--- src/rtl/core/dpna_pkg.sv ---
// Shared constants and types for the defective pixel neighbour average block.
// Used by the controller, the datapath and the top level.
package dpna_pkg;

   localparam int MAX_WIDTH   = 2048;
   localparam int PIXEL_BITS  = 16;
   localparam int COL_BITS    = $clog2(MAX_WIDTH);
   localparam int WCNT_BITS   = COL_BITS + 1;
   localparam int FW_BITS     = 12;
   localparam int FH_BITS     = 16;
   localparam int MASK_BITS   = 9;
   localparam int CSR_BITS    = 16;
   localparam int EXT_BITS    = (WCNT_BITS > FW_BITS) ? WCNT_BITS : FW_BITS;
   localparam int ENTRY_BITS  = PIXEL_BITS + 1;
   localparam int SUM_BITS    = PIXEL_BITS + 3;
   localparam int STEP_BITS   = $clog2(SUM_BITS);
   localparam int WIN         = 3;

   localparam logic [1:0] REG_FRAME_WIDTH    = 2'd0;
   localparam logic [1:0] REG_FRAME_HEIGHT   = 2'd1;
   localparam logic [1:0] REG_NEIGHBOUR_MASK = 2'd2;

   localparam logic CMD_DRAIN = 1'b1;

   typedef enum logic [2:0] {
      ST_IDLE,
      ST_SHIFT,
      ST_EVAL,
      ST_DIV,
      ST_EMIT
   } state_type;

   typedef struct packed {
      logic accept;
      logic shift;
      logic eval;
      logic div_step;
      logic emit;
   } cmd_type;

   typedef struct packed {
      logic emit_due;
      logic need_div;
      logic div_last;
      logic out_free;
   } status_type;

endpackage

--- src/rtl/core/dpna_ctrl.sv ---
// Sequencer for one word: shift the window, evaluate, divide, hand off the result.
// Depends on dpna_pkg.
module dpna_ctrl import dpna_pkg::*; (
   input  logic       clock,
   input  logic       reset,
   input  logic       req_tvalid,
   output logic       req_tready,
   input  status_type status,
   output cmd_type    cmd
);

   state_type state_ff, state_in;

   always_ff @(posedge clock) begin
      if (reset) begin
         state_ff <= ST_IDLE;
      end else begin
         state_ff <= state_in;
      end
   end

   always_comb begin
      state_in = state_ff;
      case (state_ff)
         ST_IDLE: begin
            if (req_tvalid) state_in = ST_SHIFT;
         end
         ST_SHIFT: state_in = ST_EVAL;
         ST_EVAL: begin
            if (!status.emit_due) state_in = ST_IDLE;
            else if (status.need_div) state_in = ST_DIV;
            else state_in = ST_EMIT;
         end
         ST_DIV: begin
            if (status.div_last) state_in = ST_EMIT;
         end
         ST_EMIT: begin
            if (status.out_free) state_in = ST_IDLE;
         end
         default: state_in = ST_IDLE;
      endcase
   end

   always_comb begin
      cmd        = '0;
      req_tready = 1'b0;
      case (state_ff)
         ST_IDLE: begin
            req_tready = 1'b1;
            cmd.accept = req_tvalid;
         end
         ST_SHIFT: cmd.shift    = 1'b1;
         ST_EVAL:  cmd.eval     = 1'b1;
         ST_DIV:   cmd.div_step = 1'b1;
         ST_EMIT:  cmd.emit     = status.out_free;
         default: ;
      endcase
   end

endmodule

--- config.mk ---
export PLATFORM = sky130hd
export DESIGN_NAME = dpna_ctrl
export DESIGN_NICKNAME = d
export VERILOG_FILES = /design/src/rtl/core/dpna_pkg.sv /design/src/rtl/core/dpna_ctrl.sv
export SDC_FILE = /design/constraint.sdc
export NUM_CORES = 1
export LEC_CHECK = 0
export BUFFER_PORTS_ARGS = -buffer_cell sky130_fd_sc_hd__buf_2
export CAP_MARGIN = 20
export CORE_AREA = 2 2 39 41
export DETAILED_ROUTE_END_ITERATION = 6
export DIE_AREA = 0 0 41 43
export PLACE_DENSITY = 0.35
export SYNTH_ARGS = -nofsm -noshare
export SYNTH_HDL_FRONTEND = slang
export SYNTH_SLANG_ARGS = --single-unit
--- constraint.sdc ---
create_clock -name clock -period 1.6 [get_ports clock]
set_input_delay 0.24 -clock clock [delete_from_list [all_inputs] [get_ports clock]]
set_output_delay 0.24 -clock clock [all_outputs]
set_load 0.02 [all_outputs]
[Word-level counts from Yosys, hierarchy flattened]
Cells that the tools add are included.
Word-level totals
  flip-flop bits (word level): 3
  input bits: 7
  output and inout bits: 6
  logic and storage cells: 22
Operators by class
  equal/unequal tests: 7
  multiplexer cells: 12
  reductions and logical operators: 2
Operator list (count)
  $mux 3: 5
  $pmux 3 s5: 1
  $eq 3x2->1 const B: 2
  $mux 1: 6
  $ne 2x2->1 const B: 3
  $eq 3x1->1 const B: 1
  $eq 3x3->1 const B: 1
  $logic_not 3->1: 1
  $reduce_and 3->1: 1

[Longest topological paths before layout]
  word-level depth: 3
  gate-level depth with buffers: 4

[Worst setup path before layout]
No wires, ideal clock.
  kind: register -> output
  start point: register state_ff[0]
  end point: output port cmd[4] (netlist bit)
  arrival: 1.294 ns
  data required time: 1.360 ns
  path slack: 0.066 ns
  cell stages (with the launch flop): 4
  path buffers: 1
  path through: dfxtp_1 > buf_4 > nor3_1 > and2_1
RTL lines
  start, declared: RTL line dpna_ctrl.sv:12  | state_type state_ff, state_in;
  start signal, assigned: RTL line dpna_ctrl.sv:18  | state_ff <= state_in;
  end, declared: RTL line dpna_ctrl.sv:9  | output cmd_type cmd

[Final worst setup path]
  start point: register state_ff[1]
  end point: register state_ff[0]
On the way
  word-level cells in the longest chain between the ends: 3
RTL lines
  $eq 3x2->1 (tied with other cells): RTL line dpna_ctrl.sv:24  | case (state_ff)
  $ne 2x2->1 (no source line)
  $reduce_and 3->1 (no source line)
Parallel ways exist; a longest one is shown, timed or not.
A chain may end at the register's enable or synchronous reset.

==> impl_metrics.py <==
metrics = {
    "pwr": {
        "power_density_mw_per_mm2": 1230,
        "vdd.ir_drop.worst_mv": 0.543,
        "total_leakage_power_uw": 0.000161,
        "total_power_uw": 421,
    },
    "timing": {
        "timing.final.crit_period_ns": 1.39,
        "rsz0062_at_grt": "no",
        "timing.hold.ws_ns": 0.186,
        "final-setup-viol-count": 0,
        "max-slew-margin-rel_pct": 79.8,
        "report.final.hold_viol_count": 0,
        "worst_pin_slew_ns": 0.303,
        "worst_clock_skew_ns": 0.000341,
        "final_max_slew_viol_count": 0,
        "fin_setup_tns_ns": 0,
        "timing_limited_maximum_frequency_mhz": 721,
        "post-route-period-util_pct": 86.7,
    },
    "clocking": {
        "cts_resized": 0,
        "tritoncts": "yes",
        "h-tree-depth": 1,
        "cts_post_setup_buffers_inserted": 0,
        "postCtsHoldBufs": 0,
        "clockRootBuffer": "clkbuf_4",
        "clock_sink_count": 3,
        "numCtsBuffers": 3,
        "clk_pin_slew_worst_paths_ns": 0.04,
        "clock_path_buffers": 2,
        "clock_latency_ns": 0.23,
    },
    "critical_path": {
        "reg2reg_to": "state_ff[0]",
        "critical-path-max-stage-delay_ns": 0.57,
        "crit_type": "reg2reg",
        "cp-end-kind": "flip-flop",
        "crit_path_max_fanout": 11,
        "worst_path_max_delay_cell": "or4b_1",
        "endpoint": "state_ff[0]",
        "crit_path_start_kind": "flip-flop",
        "crit_path_cell_trace": "or4b_1 > and3b_1 > o21a_1",
        "reg2reg_from": "state_ff[1]",
        "crit_start": "state_ff[1]",
        "endpoint_required_time_on_the_critical_path_ns": 1.72,
        "ff2ff_path_depth": 3,
        "ff2ff_setup_slack_ns": 0.21,
        "crit_arrival_ns": 1.51,
    },
    "logic_synthesis": {
        "mapped_nets": 38,
        "ys_warnings": 0,
        "syn_area_sq_um": 244,
        "ys_types": 21,
        "synth_seq_cells": 3,
        "synthCells": 31,
        "avgSynthCellArea_sq_um": 7.87,
        "yosysSeqAreaShare_pct": 24.6,
    },
    "detailed_routing": {
        "drtIter0Drc": 7,
        "postRouteAntennaNets": 0,
        "remaining_drc_errors": 0,
        "vias_post_dr": 259,
        "drt_pre_antenna_iters": 4,
        "vias_per_cell": 4.18,
        "detail_route.wirelength_um": 578,
        "routedWlPerCell_um": 9.32,
    },
    "final_layout": {
        "post_route_cells_drive_above_1_share_pct": 39.1,
        "final.fill_count": 164,
        "antenna_diode_count": 0,
        "seqCellArea_sq_um": 60.1,
        "registers_with_the_most_flip_flops": "state_ff: 3 flops",
        "multi_input_area_sq_um": 160,
        "max_flop_register": "state_ff",
        "fin_nets": 54,
        "synthToLayoutAreaGrowth_pct": 40.0,
        "largest_register_ffs": 3,
        "final_core_utilization_pct": 24.7,
    },
    "floorplan": {
        "floorplan.initialDensity_pct": 17.6,
        "floorplan.die_area_sq_mm": 0.00176,
        "std_cell_rows": 14,
        "io_pins": 13,
        "core_sq_mm": 0.00138,
        "dieHeight_um": 43,
        "die_w_um": 41,
    },
    "placed_design": {
        "gp_congestion": 0.648,
        "placement.io_buffers": 12,
        "detailedPlacementHpwl_um": 456,
    },
    "global_route": {
        "grt_pass1_vias": 209,
        "grt_overflow_total": 0,
        "grt_pass1_wl_um": 821,
        "grt_use_total_pct": 7.52,
        "number_of_antenna_violations_at_the_first_check_in_global_routing": 0,
        "maximum_number_of_pins_on_one_net_before_global_route_repair": 12,
    },
    "outcome": {
        "status": "finished, final reports clean",
    },
    "min_path": {
        "min_path_type": "in2reg",
    },
    "run": {
        "max_cap_viol_count": 0,
    },
}
==> logic make-up after synthesis <==
kind of cell	count (synthesis)	share of synthesized area (%)
compound gates	6	16.4
buf+inv	3	9.74
flops	3	24.6
simple gates	19	49.2
==> final cells by class <==
class / instances / area share (%)
flip-flops and latches: 3 / 17.6
multi-input cells: 25 / 46.9
well taps: 16 / 5.86
repair buffers: 14 / 22.0
clock buffers: 4 / 7.69
==> stage by stage <==
stage | setup slack (ns) | cells | area (sq um)
floorplan | 0.0664 | 31 | 244
global placement | 0.235 | 58 | 315
detailed placement | 0.209 | 58 | 315
CTS | 0.202 | 62 | 342
global route | 0.121 | 62 | 342
finish | 0.213 | 62 | 342
==> Yosys cell counts <==
master	count	share of area, %
nand2_1	4	6.2
dfxtp_1	3	25
a211oi_1	2	6.2
nor2_1	2	3.1
nor2b_1	2	5.1
nor3_1	2	4.1
o21a_1	2	6.2
a21oi_1	1	2.0
and2_1	1	2.6
and3b_1	1	3.6
buf_2	1	2.0
buf_4	1	3.1
buf_6	1	4.6
nand2b_1	1	2.6
nand3_1	1	2.0
nand4b_1	1	3.6
nand4bb_1	1	4.6
nor3b_1	1	3.1
o21ai_0	1	2.0
or4_4	1	4.6
or4b_1	1	4.1
==> power by group <==
group / total [uW] / switching (uW) / internal [uW]
clock network: 133 / 39.9 / 93.5
registers: 113 / 24.5 / 88.7
logic: 174 / 94.6 / 79.8
total: 421 / 159 / 262
==> cells in the final DEF (no fill, tap or decap), drive strengths merged <==
| cell | count |
|---|---|
| nor2 | 2 |
| nand2b | 1 |
| dfxtp | 3 |
| or4 | 1 |
| nand4bb | 1 |
| nor3 | 2 |
| clkbuf | 4 |
| o21a | 2 |
| nand2 | 4 |
| o21ai | 1 |
| a21oi | 1 |
| and3b | 1 |
| or4b | 1 |
| nand4b | 1 |
| and2 | 1 |
| buf | 14 |
| nand3 | 1 |
| nor3b | 1 |
| nor2b | 2 |
| a211oi | 2 |
==> worst min-delay path by stage <==
stage,start,to,slack (ns),cells after the start
floorplan,reset,state_ff[2],0.31,1
global route,reset,state_ff[2],0.18,2
global placement,reset,state_ff[2],0.43,2
CTS,reset,state_ff[2],0.18,2
detailed placement,reset,state_ff[2],0.43,2
finish,reset,state_ff[2],0.19,2
==> critical path, delay by kind of cell, from the launching register on <==
kind            cells  cell delay, ns
simple gates        2            0.79
flops               1            0.39
compound gates      1            0.10
==> per-layer routing <==
metal	global-route usage [%]	part of all wire, %	vias up
met5	0	0	-
met4	6.00	0	0
met3	4.71	8.0	0
met2	9.38	48	7
met1	8.63	44	111
li1	-	-	141
Note: power is estimated with default switching activity, not from simulation.
